[src/rtl/frrx_ram.sv]
// ----------------------------------------------------------------------------
// frrx_ram: generic simple dual-port RAM
// One write port and one read port; read data is registered.
// ----------------------------------------------------------------------------
module frrx_ram #(
    parameter int WIDTH = 8,
    parameter int DEPTH = 256
) (
    input  logic                     clk,
    input  logic                     wr_en,
    input  logic [$clog2(DEPTH)-1:0] wr_addr,
    input  logic [WIDTH-1:0]         wr_data,
    input  logic                     rd_en,
    input  logic [$clog2(DEPTH)-1:0] rd_addr,
    output logic [WIDTH-1:0]         rd_data
);

    logic [WIDTH-1:0] mem [DEPTH];

    // Write and registered read
    always_ff @(posedge clk)
    begin
        if (wr_en)
        begin
            mem[wr_addr] <= wr_data;
        end
        if (rd_en)
        begin
            rd_data <= mem[rd_addr];
        end
    end

endmodule

[config.mk]
export PLATFORM = sky130hd
export DESIGN_NAME = frrx_ram
export DESIGN_NICKNAME = d
export VERILOG_FILES = /design/src/rtl/frrx_ram.sv
export SDC_FILE = /design/constraint.sdc
export NUM_CORES = 2
export LEC_CHECK = 0
export ABC_CLOCK_PERIOD_IN_PS = 4200
export BUFFER_PORTS_ARGS = -buffer_cell sky130_fd_sc_hd__buf_2
export CAP_MARGIN = 10
export CORE_MARGIN = 5
export CORE_UTILIZATION = 40
export CTS_BUF_LIST = sky130_fd_sc_hd__clkbuf_16
export DETAILED_ROUTE_END_ITERATION = 6
export GPL_TIMING_DRIVEN = 1
export SYNTH_ARGS = -nofsm -noshare
export SYNTH_HDL_FRONTEND = slang
export SYNTH_SLANG_ARGS = --single-unit
export TNS_END_PERCENT = 100
[constraint.sdc]
create_clock -name clk -period 4.2 [get_ports clk]
set_input_delay 1.05 -clock clk [delete_from_list [all_inputs] [get_ports clk]]
set_output_delay 1.05 -clock clk [all_outputs]
set_load 0.02 [all_outputs]
==> reports/summary.txt <==
Gr ovfl total -> 0
Xor/xnor share of the synthesized area -> 0
Synthesized Nets -> 3,760
Share of post-route cells with drive strength above 1 -> 0.287
Design area -> 92,500 sq um
Worst slew pin tran -> 1340 ps
Final HPWL DP -> 128,000 microns
Final min period -> 3850 ps
Mux cell area share after synthesis -> 0.146
TritonCTS clock tree -> built
Critical path endpoint category -> flip-flop
Post-Synthesis Cells -> 3,733
Status -> finished, final reports clean
Distinct cells, synth -> 54
Clock Skew -> 36.1 ps
Power Dens Cells -> 462 nW/um^2
Max Cap Viol -> 0
Yosys warnings -> 0
Share of synthesized flip-flops with an asynchronous set or reset -> 0
Final setup vio count -> 0
Synth area leaders -> edfxtp_1, mux4_2, mux2i_1
Setup WS post-layout -> 349 ps
Routed length on met3 -> 16,500 microns
Mapped Avg Cell Area -> 21.3 sq um
CTS Buffer Depth -> 3
Compound-Gate Fraction of Synth Area -> 0.0342
Met1 wire length -> 83,700 microns
Min-Delay Path Class -> input pin to flip-flop
Period utilization -> 0.917
Uppermost layer routed -> met5
ANT nets after route -> 0
Buf/Inv on CP -> 3
Most area-hungry cell type in the Yosys netlist -> edfxtp_1
# Post-CTS Setup Buffers -> 0
Required time worst endpoint -> 4730 ps
Sequential element share of the synthesized area -> 0.775
Arrival @ worst endpoint -> 4380 ps
Delay-heaviest family, CP -> simple AND/OR/NAND/NOR gates
Die X -> 456 microns
Worst-path clk slew -> 70 ps
I/O pin cnt -> 35
Slew headroom -> 0.0975
Clock Latency Late Sink -> 840 ps
Via count -> 39.8k
Layout area overhead -> 16.2%
Die height -> 456 microns
Synth top area share -> 0.775
Unrepaired setup endpoints after global routing -> false
Cell Area, Synth -> 79,600 sq um
# DRC -> 0
Max stage delay on crit path -> 1040 ps
Slew Viols, Final -> 0
Post-synth EDFFs -> 2,056
Via count of the first global-routing pass -> 39.8k
FP Rows -> 163
Starting Density -> 0.403
First-pass iteration count of the detailed router -> 6
Place WS -> -607 ps
Synth Area in Adders -> 0
Core area -> 198,000 sq um
Overall Power -> 0.0427 W
Post-placement cell area -> 86,000 sq um
Post-CTS resize count -> 0
WS Path Type -> input pin to flip-flop
Num Clock Sinks -> 2,056
Seq cells post-synth -> 2,056
Hold slack -> 715 ps
DR WL met2 -> 96,300 microns
Die area -> 208,000 sq um
Port-buffer cells -> 34
Nets -> 4,246
Synth Flop Type -> edfxtp_1
Pleak -> 29.5 nW
Max Fclk -> 260 MHz
Gr usage total -> 0.191
Slowest stage cell, crit path -> nor3_1
Via density -> 5.66
H-tree depth -> 4
DRT iter0 DRCs -> 4,765
Number of hold buffers added after cts -> 0
Largest net degree at the start of global routing -> 126
Cells along the critical path -> buf_8 -> buf_12 -> buf_12 -> mux4_2 -> a22o_1 -> a221oi_1 -> o32ai_1 -> nor3_1 -> nor4_1
Final Hold Vio Count -> 0
Gpl congestion -> 0.811
Root buf cell -> clkbuf_16
Peak supply drop -> 0.000320 V
Initial antenna violation count -> 14
Crit path top cell by count -> buf_12
Synth Area in Simple Gates -> 0.0263
CTS Buf Count -> 202
Worst Path Max Fanout -> 31
Worst setup SP type -> input pin
Largest family of logic cells by synthesized area -> multiplexers
Total wire length -> 202,000 microns
First-pass GRT wire length -> 289,000 microns
Drt wl/cell -> 28.8 microns
## worst paths after layout
check                              from              endpoint  slack, ps  cells past startpoint
setup / recovery             rd_addr[0]  rd_data[3]$_DFFE_PP_        350                      9
hold / removal                    rd_en  rd_data[7]$_DFFE_PP_        710                      1
setup reg to reg  mem[211][3]$_DFFE_PP_  rd_data[3]$_DFFE_PP_       1090                      6
hold reg to reg    mem[40][3]$_DFFE_PP_  rd_data[3]$_DFFE_PP_       1150                      7
## cell families (layout without fill, tap and decap cells)
logic type      after synthesis  after routing
compound gates              385            385
buf+inv                     235            881
flops                      2056           2056
mux                         591            591
other cells                   0              9
simple gates                466            466
## area by class of cell
type                    instances  area, sq um
fillers                     16200       105000
well taps                    2640         3300
flip-flops and latches       2056        61700
inverters                       2         7.51
multi-input cells            1442        16500
diodes                          9         22.5
clock buffers                 205         5130
clock inverters               159         1410
repair buffers                515         4420
## routing by layer
| metal | GRT usage | vias up |
|---|---|---|
| li1 | - | 16700 |
| met1 | 0.265 | 21100 |
| met2 | 0.300 | 1621 |
| met3 | 0.0474 | 323 |
| met4 | 0.0574 | 2 |
| met5 | 0 | - |
## per-stage QoR
step / TNS (ps) / instances / util
2_1_floorplan: 0 / 3733 / -
5_1_grt: 0 / 7022 / 0.468
4_1_cts: 0 / 7017 / 0.468
3_3_place_gp: -2510 / 6651 / 0.435
3_5_place_dp: -1590 / 6653 / 0.435
6_report: 0 / 7028 / 0.468
## power by group
group | total (W) | internal, W | switching [W]
Combinational | 0.00219 | 0.000807 | 0.00139
Sequential | 0.0227 | 0.0226 | 0.0000304
Clock | 0.0179 | 0.0102 | 0.00765
Total | 0.0427 | 0.0337 | 0.00907
## placed cells by master (no fill, tap or decap), drive strengths merged, types with 5 or more instances in the layout
cell type,instances
a2111oi,5
a211oi,16
a21oi,96
a221oi,14
a22o,8
a22oi,133
and2,6
buf,515
bufinv,23
clkbuf,205
clkinv,68
diode,9
edfxtp,2056
inv,68
mux2i,134
mux4,456
nand2,33
nand2b,8
nand3,34
nand4,10
nor2,282
nor2b,31
nor3,22
nor4,27
o211ai,10
o21ai,12
o221ai,47
o22a,5
o22ai,28
o32ai,5
## flip-flops by register name (all words and copies together) (netlist names)
signal / count
mem: 2048
rd_data: 8
## cell usage after synthesis (3+ instances only)
library cell	instances
buf_1	22
nand2_1	33
o211ai_1	10
nand2b_1	8
and2_1	6
edfxtp_1	2056
o22ai_1	28
o221ai_1	46
nand4_1	10
buf_12	8
buf_2	31
nand3_1	34
mux4_2	454
a221oi_1	13
nor2b_1	31
a22oi_1	133
buf_8	13
nor4_2	3
o21ai_0	10
nor2_1	282
a211oi_1	16
buf_6	21
clkbuf_1	111
o32ai_1	4
o22a_1	5
or2_2	4
mux2i_1	134
a22o_1	8
a21oi_1	96
nor4_1	24
buf_4	27
nor3_1	22
Note: power is estimated with default switching activity, not from simulation.
